**src/rtl/core/tlbpt_pkg.sv**
```systemverilog
// ----------------------------------------------------------------------------
// tlbpt_pkg
// Shared sizes, outcome codes and control structs of the tlb / page table
// translator.
// ----------------------------------------------------------------------------
package tlbpt_pkg;

    // address geometry
    localparam int OFFSET_BITS = 10;
    localparam int NUM_PAGES   = 64;
    localparam int NUM_FRAMES  = 16;
    localparam int TLB_ENTRIES = 8;

    // fixed field widths of the stream beats
    localparam int VA_W     = 16;
    localparam int VICTIM_W = 6;
    localparam int PA_W     = 14;
    localparam int OUTC_W   = 2;
    localparam int EVICT_W  = 6;
    localparam int S_DATA_W = 24;
    localparam int M_DATA_W = 24;

    // derived internal widths
    localparam int PAGE_W  = (NUM_PAGES > 1) ? $clog2(NUM_PAGES) : 1;
    localparam int FRAME_W = (NUM_FRAMES > 1) ? $clog2(NUM_FRAMES) : 1;
    localparam int SLOT_W  = (TLB_ENTRIES > 1) ? $clog2(TLB_ENTRIES) : 1;

    // translation outcome codes
    typedef enum logic [OUTC_W-1:0] {
        OUT_TLB_HIT   = 2'd0,
        OUT_PT_HIT    = 2'd1,
        OUT_FAULT     = 2'd2,
        OUT_EVICT     = 2'd3
    } t_outcome;

    // tlb lookup result
    typedef struct packed {
        logic               hit;
        logic [FRAME_W-1:0] frame;
    } t_tlb_look;

    // tlb refill and invalidation request
    typedef struct packed {
        logic               fill_en;
        logic [PAGE_W-1:0]  fill_page;
        logic [FRAME_W-1:0] fill_frame;
        logic               drop_en;
        logic [PAGE_W-1:0]  drop_page;
    } t_tlb_upd;

    // lowest free frame
    typedef struct packed {
        logic               found;
        logic [FRAME_W-1:0] frame;
    } t_free;

    // page table write back request
    typedef struct packed {
        logic               map_en;
        logic [PAGE_W-1:0]  page;
        logic [FRAME_W-1:0] frame;
        logic               evict_en;
        logic [PAGE_W-1:0]  victim;
    } t_pt_upd;

endpackage

```
**src/rtl/core/tlbpt_tlb.sv**
```systemverilog
// ----------------------------------------------------------------------------
// tlbpt_tlb
// Fully associative tlb: parallel tag compare with lowest-entry priority,
// round-robin refill and invalidation of every entry tagged with a page.
// ----------------------------------------------------------------------------
module tlbpt_tlb (
    input  logic                         i_clk,
    input  logic                         i_rst_n,
    input  logic [tlbpt_pkg::PAGE_W-1:0] i_look_page,
    output tlbpt_pkg::t_tlb_look         o_look,
    input  tlbpt_pkg::t_tlb_upd          i_upd
);
    import tlbpt_pkg::*;

    logic [PAGE_W-1:0]  r_tag   [TLB_ENTRIES];
    logic [FRAME_W-1:0] r_frame [TLB_ENTRIES];
    logic [TLB_ENTRIES-1:0] r_valid;
    logic [SLOT_W-1:0]  r_next_slot;
    logic [SLOT_W-1:0]  n_next_slot;

    // first valid matching entry wins
    always_comb begin
        o_look = '0;
        for (int i = TLB_ENTRIES - 1; i >= 0; i--) begin
            if (r_valid[i] && (r_tag[i] == i_look_page)) begin
                o_look.hit   = 1'b1;
                o_look.frame = r_frame[i];
            end
        end
    end

    // round-robin slot pointer
    always_comb begin
        if (r_next_slot == SLOT_W'(TLB_ENTRIES - 1)) begin
            n_next_slot = '0;
        end else begin
            n_next_slot = r_next_slot + SLOT_W'(1);
        end
    end

    // valid bits and pointer: drop first, the refill of the same beat wins
    always_ff @(posedge i_clk) begin
        if (!i_rst_n) begin
            r_valid     <= '0;
            r_next_slot <= '0;
        end else begin
            if (i_upd.drop_en) begin
                for (int i = 0; i < TLB_ENTRIES; i++) begin
                    if (r_tag[i] == i_upd.drop_page) begin
                        r_valid[i] <= 1'b0;
                    end
                end
            end
            if (i_upd.fill_en) begin
                r_valid[r_next_slot] <= 1'b1;
                r_next_slot          <= n_next_slot;
            end
        end
    end

    // tag and frame payload
    always_ff @(posedge i_clk) begin
        if (i_upd.fill_en) begin
            r_tag[r_next_slot]   <= i_upd.fill_page;
            r_frame[r_next_slot] <= i_upd.fill_frame;
        end
    end

endmodule

```
**src/rtl/core/tlbpt_pt.sv**
```systemverilog
// ----------------------------------------------------------------------------
// tlbpt_pt
// Page table: frame memory with registered read, present and written bits
// per page, frame usage bits and the lowest free frame search.
// ----------------------------------------------------------------------------
module tlbpt_pt (
    input  logic                          i_clk,
    input  logic                          i_rst_n,
    input  logic [tlbpt_pkg::PAGE_W-1:0]  i_look_page,
    output logic                          o_look_present,
    input  logic                          i_rd_en,
    input  logic [tlbpt_pkg::PAGE_W-1:0]  i_rd_addr,
    output logic [tlbpt_pkg::FRAME_W-1:0] o_rd_frame,
    output tlbpt_pkg::t_free              o_free,
    input  tlbpt_pkg::t_pt_upd            i_upd
);
    import tlbpt_pkg::*;

    // the referenced bit has no effect on any translation and is not kept
    logic [FRAME_W-1:0]    r_mem [NUM_PAGES];
    logic [NUM_PAGES-1:0]  r_present;
    logic [NUM_PAGES-1:0]  r_written;
    logic [NUM_FRAMES-1:0] r_in_use;
    logic [FRAME_W-1:0]    r_rd_data;
    logic                  r_rd_written;

    assign o_look_present = r_present[i_look_page];

    // a never written entry reads as frame zero
    assign o_rd_frame = r_rd_written ? r_rd_data : '0;

    // frame memory: one write, one registered read
    always_ff @(posedge i_clk) begin
        if (i_upd.map_en) begin
            r_mem[i_upd.page] <= i_upd.frame;
        end
        if (i_rd_en) begin
            r_rd_data    <= r_mem[i_rd_addr];
            r_rd_written <= r_written[i_rd_addr];
        end
    end

    // status bits: victim cleared before the faulting page is set
    always_ff @(posedge i_clk) begin
        if (!i_rst_n) begin
            r_present <= '0;
            r_written <= '0;
            r_in_use  <= '0;
        end else begin
            if (i_upd.evict_en) begin
                r_present[i_upd.victim] <= 1'b0;
            end
            if (i_upd.map_en) begin
                r_present[i_upd.page] <= 1'b1;
                r_written[i_upd.page] <= 1'b1;
                r_in_use[i_upd.frame] <= 1'b1;
            end
        end
    end

    // lowest free frame
    always_comb begin
        o_free = '0;
        for (int i = NUM_FRAMES - 1; i >= 0; i--) begin
            if (!r_in_use[i]) begin
                o_free.found = 1'b1;
                o_free.frame = FRAME_W'(i);
            end
        end
    end

endmodule

```
**src/rtl/core/tlb_page_table_translator.sv**
```systemverilog
// ----------------------------------------------------------------------------
// tlb_page_table_translator
// Demand paging translator: tlb, then page table, then fault into the
// lowest free frame or eviction of the page named with the request.
//
//   channel  dir  ports          beat contents
//   s        in   i_s_t*         virtual address, victim page
//   m        out  o_m_t*         physical address, outcome, evicted page
//
// In each translation the accept cycle issues the page table memory read,
// then the execute state resolves tlb, page table or fault on the read
// data and writes every store back.
// Reset clears the tlb valid, present, written and frame usage bits at once.
// A result waits in the output register; the next request is still taken,
// and its execute state holds until the output register is free.
// ----------------------------------------------------------------------------
module tlb_page_table_translator (
    input  logic                           i_clk,
    input  logic                           i_rst_n,
    // [15:0] vaddr, [21:16] victim_page
    input  logic [tlbpt_pkg::S_DATA_W-1:0] i_s_tdata,
    input  logic                           i_s_tvalid,
    output logic                           o_s_tready,
    // [13:0] physical_address, [15:14] outcome, [21:16] evicted_page
    output logic [tlbpt_pkg::M_DATA_W-1:0] o_m_tdata,
    output logic                           o_m_tvalid,
    input  logic                           i_m_tready
);
    import tlbpt_pkg::*;

    typedef enum logic [1:0] {
        ST_IDLE = 2'b01,
        ST_EXEC = 2'b10
    } t_state;

    t_state                 r_state;
    t_state                 n_state;
    logic [PAGE_W-1:0]      r_page;
    logic [OFFSET_BITS-1:0] r_offset;
    logic [PAGE_W-1:0]      r_victim;
    logic                   r_present;
    logic                   r_out_valid;
    logic [PA_W-1:0]        r_out_pa;
    t_outcome               r_out_outcome;
    logic [EVICT_W-1:0]     r_out_evict;
    logic                   n_out_valid;

    logic                   s_accept;
    logic                   exec_go;
    logic [PAGE_W-1:0]      in_page;
    logic [PAGE_W-1:0]      in_victim;
    logic                   in_present;
    logic [FRAME_W-1:0]     rd_frame;
    t_tlb_look              tlb_look;
    t_tlb_upd               tlb_upd;
    t_free                  free;
    t_pt_upd                pt_upd;
    logic [FRAME_W-1:0]     res_frame;
    t_outcome               res_outcome;
    logic [EVICT_W-1:0]     res_evict;

    // request decode
    assign in_page   = PAGE_W'(i_s_tdata[VA_W-1:OFFSET_BITS] % NUM_PAGES);
    assign in_victim = PAGE_W'(i_s_tdata[VA_W+VICTIM_W-1:VA_W] % NUM_PAGES);

    assign o_s_tready = (r_state == ST_IDLE);
    assign s_accept   = i_s_tvalid && o_s_tready;
    assign exec_go    = (r_state == ST_EXEC) && (!r_out_valid || i_m_tready);

    tlbpt_tlb u_tlb (
        .i_clk       (i_clk),
        .i_rst_n     (i_rst_n),
        .i_look_page (r_page),
        .o_look      (tlb_look),
        .i_upd       (tlb_upd)
    );

    // read the page's own frame when present, else the victim's
    tlbpt_pt u_pt (
        .i_clk          (i_clk),
        .i_rst_n        (i_rst_n),
        .i_look_page    (in_page),
        .o_look_present (in_present),
        .i_rd_en        (s_accept),
        .i_rd_addr      (in_present ? in_page : in_victim),
        .o_rd_frame     (rd_frame),
        .o_free         (free),
        .i_upd          (pt_upd)
    );

    // resolve the translation and build the write back
    always_comb begin
        res_frame   = '0;
        res_outcome = OUT_TLB_HIT;
        res_evict   = '0;
        tlb_upd     = '0;
        pt_upd      = '0;
        if (tlb_look.hit) begin
            res_frame   = tlb_look.frame;
            res_outcome = OUT_TLB_HIT;
        end else if (r_present) begin
            res_frame   = rd_frame;
            res_outcome = OUT_PT_HIT;
            tlb_upd.fill_en = exec_go;
        end else begin
            if (free.found) begin
                res_frame   = free.frame;
                res_outcome = OUT_FAULT;
            end else begin
                res_frame        = rd_frame;
                res_outcome      = OUT_EVICT;
                res_evict        = EVICT_W'(r_victim);
                tlb_upd.drop_en  = exec_go;
                pt_upd.evict_en  = exec_go;
            end
            tlb_upd.fill_en = exec_go;
            pt_upd.map_en   = exec_go;
        end
        tlb_upd.fill_page  = r_page;
        tlb_upd.fill_frame = res_frame;
        tlb_upd.drop_page  = r_victim;
        pt_upd.page        = r_page;
        pt_upd.frame       = res_frame;
        pt_upd.victim      = r_victim;
    end

    // sequencer
    always_comb begin
        n_state = r_state;
        case (r_state)
            ST_IDLE: begin
                if (s_accept) begin
                    n_state = ST_EXEC;
                end
            end
            ST_EXEC: begin
                if (exec_go) begin
                    n_state = ST_IDLE;
                end
            end
            default: begin
                n_state = ST_IDLE;
            end
        endcase
    end

    // output register occupancy
    always_comb begin
        n_out_valid = r_out_valid;
        if (i_m_tready) begin
            n_out_valid = 1'b0;
        end
        if (exec_go) begin
            n_out_valid = 1'b1;
        end
    end

    always_ff @(posedge i_clk) begin
        if (!i_rst_n) begin
            r_state     <= ST_IDLE;
            r_out_valid <= 1'b0;
        end else begin
            r_state     <= n_state;
            r_out_valid <= n_out_valid;
        end
    end

    // request capture and result payload
    always_ff @(posedge i_clk) begin
        if (s_accept) begin
            r_page    <= in_page;
            r_offset  <= i_s_tdata[OFFSET_BITS-1:0];
            r_victim  <= in_victim;
            r_present <= in_present;
        end
        if (exec_go) begin
            r_out_pa      <= PA_W'({res_frame, r_offset});
            r_out_outcome <= res_outcome;
            r_out_evict   <= res_evict;
        end
    end

    assign o_m_tvalid = r_out_valid;
    assign o_m_tdata  = M_DATA_W'({r_out_evict, r_out_outcome, r_out_pa});

endmodule

```
**config.mk**
```make
export PLATFORM = sky130hd
export DESIGN_NAME = tlb_page_table_translator
export DESIGN_NICKNAME = d
export VERILOG_FILES = /design/src/rtl/core/tlbpt_pkg.sv /design/src/rtl/core/tlbpt_tlb.sv /design/src/rtl/core/tlbpt_pt.sv /design/src/rtl/core/tlb_page_table_translator.sv
export SDC_FILE = /design/constraint.sdc
export NUM_CORES = 1
export LEC_CHECK = 0
export BUFFER_PORTS_ARGS = -buffer_cell sky130_fd_sc_hd__buf_4
export CORE_MARGIN = 2
export CORE_UTILIZATION = 30
export CTS_CLUSTER_SIZE = 25
export DETAILED_ROUTE_END_ITERATION = 6
export PLACE_DENSITY_LB_ADDON = 0.1
export SKIP_CTS_REPAIR_TIMING = 1
export SKIP_LAST_GASP = 1
export SLEW_MARGIN = 20
export SYNTH_ARGS = -nofsm -noshare
export SYNTH_HDL_FRONTEND = slang
export SYNTH_SLANG_ARGS = --single-unit
export TNS_END_PERCENT = 50
```
**constraint.sdc**
```tcl
create_clock -name i_clk -period 11.6 [get_ports i_clk]
set_input_delay 1.16 -clock i_clk [delete_from_list [all_inputs] [get_ports i_clk]]
set_output_delay 1.16 -clock i_clk [all_outputs]
set_load 0.02 [all_outputs]
```
==> results.md <==
* Die W at 279 um
* Final Setup Violations at 0
* Post-synth top area cell: edfxtp_1
* YS warnings at 0
* Final TNS setup at 0 ns
* Startpoint Class: input port
* Reg clk slew, reported paths at 0.06 ns
* Max-Cap Viols at 0
* Clock sink count at 544
* Commonest cells after routing, fill and taps aside: 386 x edfxtp_1, 240 x nand2_1, 158 x dfxtp_1
* Post-synthesis sequential area ratio at 65.1%
* Die Area at 77,700 um2
* Number of global-route vias before repair at 14,400
* Io pins at 54
* Netlist Area Pre-Place at 22,600 um2
* Syn_area_per_cell at 12.5 um2
* Port-buffer cells at 49
* Initial antenna violation count at 2
* First-pass GRT wire length at 96.3 mm
* Layout net count at 1,880
* Pin count of the biggest net entering global routing at 80
* Total power at 4280 uW
* Worst clock skew at 0.0314 ns
* Top cells by area, synth: edfxtp_1 51%, dfxtp_1 14%, mux2i_1 4.4%, nand2_1 4.0%, o21a_1 3.8%
* Final hold vios at 0
* Status: finished, final reports clean
* Primary FF master, synth: edfxtp_1
* Yosys top cell area share at 51.2%
* Grt met3 use at 2.59%
* Max Transition Viols Final at 0
* GPL Wtd Cong at 0.807
* Power per cell area at 165 nW/um2
* Initial drt markers at 1,030
* GR peak layer: met2
* VDD IR max at 110 uV
* R2R Setup Slk at 6.67 ns
* Setup WS pre-CTS at 5.24 ns
* Initial Util at 30.4%
* CP Cell Sequence: buf_4 > mux4_2 > mux2i_1 > a221oi_2 > a22oi_4 > mux2_8 > buf_4 > mux2i_1 > o22ai_1 > o21ai_0 > and4_1 > o2111ai_1
* Remaining DRCs at 0
* CP top delay family: multiplexers
* Fmax at 176 MHz
* DRT Pass-1 Iters at 5
* Row cnt at 100
* Crit-path slowest cell: buf_4
* CTS HTree Levels at 2
* Post-Syn Instances at 1,808
* Vias at 14,400
* Tmin final at 5.67 ns
* Post-synth ARST share at 0%
* Post-layout util at 34.8%
* Gr ovfl total at 0
* Post-DP HPWL at 42.3 mm
* Yosys reg bits at 544
* Clk network pwr share at 43.6%
* Sequential cell fraction of total power at 49.7%
* Crit Path Max Fanout at 79
* Logic pwr share at 6.8%
* Worst stage delay on the critical path at 0.75 ns
* RSZ-0062 raised after global routing: no
* ANT nets after route at 0
* Total global-route track usage at 16.7%
* Clk root buf: clkbuf_16
* Met2 usage in global routing at 27.0%
* Layout cells sized above 1 at 11.0%
* WP data arrival at 6.00 ns
* Pint at 3270 uW
* Hold Crit Class: flop to flop
* Worst path required time at 11.93 ns
* Met1 usage at 23.6%
* Worst relative slew slack at 27.6%
* Distinct cell type count after synthesis at 70
* Clk Latency, worst-skew pair at 0.63 ns
* Worst slew pin tran at 1.08 ns
* Number of enable flip-flop cells after synthesis at 386
* Syn-to-layout area delta at 14.7%
* Switch Pwr at 1010 uW
* CTS Buffer Depth at 3
* Lkg Pwr at 0.00891 uW
* Crit path buffers/inverters at 2
* Die Height at 279 um
* Worst setup margin at 5.93 ns
* Most common cell after layout, fill and taps aside: edfxtp_1
* Nature of the critical path endpoint: flop
* Sw Ratio at 23.6%
* Post-Route WL at 65.8 mm
* Routed wire per std cell at 22.9 um
* Ant diodes at 0
* Avg Vias per Cell at 5.02
* TritonCTS clock tree: done
* Type of the worst setup path: input port to flop
* CORE AREA at 74,600 um2
* Total CTS buffers at 61
* Period utilization at 48.9%
routing by layer:
layer / vias up / part of all wire, % / routed length [um]
li1: 6751 / - / -
met1: 7321 / 48 / 31600
met2: 242 / 46 / 30500
met3: 89 / 3.9 / 2550
met4: 0 / 1.9 / 1240
met5: - / 0 / 0
cells in the mapped netlist, types with 4 or more instances:
cell type	count
nand2_1	240
inv_1	52
a32oi_1	10
and3_1	4
and2_1	11
nand3b_1	9
dfxtp_1	158
xnor2_1	58
or3_1	4
nand2b_1	14
o31ai_1	5
o2111ai_1	4
o21ai_1	35
edfxtp_1	386
xor2_1	38
or2_2	5
mux2i_1	99
o21ai_0	35
o22ai_1	36
a21oi_1	63
nand3_1	35
nor2b_1	10
a21boi_0	5
a31o_2	4
buf_2	15
nor4_1	13
o21a_1	115
a32o_1	10
nor3b_1	4
buf_4	21
clkbuf_1	57
a22oi_1	5
nor3_1	7
a31oi_1	24
mux2_1	4
mux4_2	14
and4_1	7
nand4_1	31
nor2_1	106
logic make-up after synthesis:
kind of cell	Yosys count	synth area share (%)
DFF	544	65.1
and+or+nand+nor	516	10.6
AOI/OAI and AO/OA	380	11.3
buffers and inverters	151	3.03
muxes	118	6.03
xor gates and xnor gates	96	3.71
adders and majority gates	2	0.110
other	1	0.0166
metrics by stage:
stage	area, um2	hold WS (ns)	std cells
finish	26000	0.418	2870
global route	26000	0.425	2870
CTS	25900	0.419	2869
detailed placement	24000	0.405	2755
global placement	24000	0.400	2755
floorplan	22700	0.400	1809
flip-flops by register name, indices dropped and copies added (netlist names), 3 cells and up:
name / cells
r_page: 6
r_offset: 10
u_pt.r_present: 64
r_victim: 6
u_tlb.r_tag: 48
r_out_pa: 14
u_tlb.r_next_slot: 3
u_tlb.r_valid: 8
u_pt.r_written: 64
r_out_evict: 6
u_tlb.r_frame: 32
u_pt.r_mem: 256
u_pt.r_rd_data: 4
u_pt.r_in_use: 16
power groups by stage:
stage	combinational (uW)	clock, uW	sequential, uW
detailed placement	294	0	2170
finish	290	1860	2120
global route	314	1990	2120
CTS	295	1920	2120
global placement	294	0	2170
floorplan	184	0	2160
area by class of cell:
type	count	area (um2)
sequential	544	14800
clock buffer	90	1740
tap	969	1210
clock inverter	24	176
inverter	53	199
multi-input combinational	1114	7310
timing repair buffer	76	591
fill	7277	48600
worst paths after layout:
| check | from | endpoint | cells after the start |
|---|---|---|---|
| hold / removal | r_offset[6]$_DFFE_PP_ | r_out_pa[6]$_DFFE_PP_ | 0 |
| setup / recovery | i_s_tdata[10] | u_pt.r_rd_data[3]$_DFFE_PP_ | 12 |
| setup reg to reg | u_pt.r_present[15]$_SDFF_PN0_ | u_pt.r_rd_data[3]$_DFFE_PP_ | 11 |
| hold reg to reg | r_offset[6]$_DFFE_PP_ | r_out_pa[6]$_DFFE_PP_ | 0 |
(Power assumes the default switching activity.)
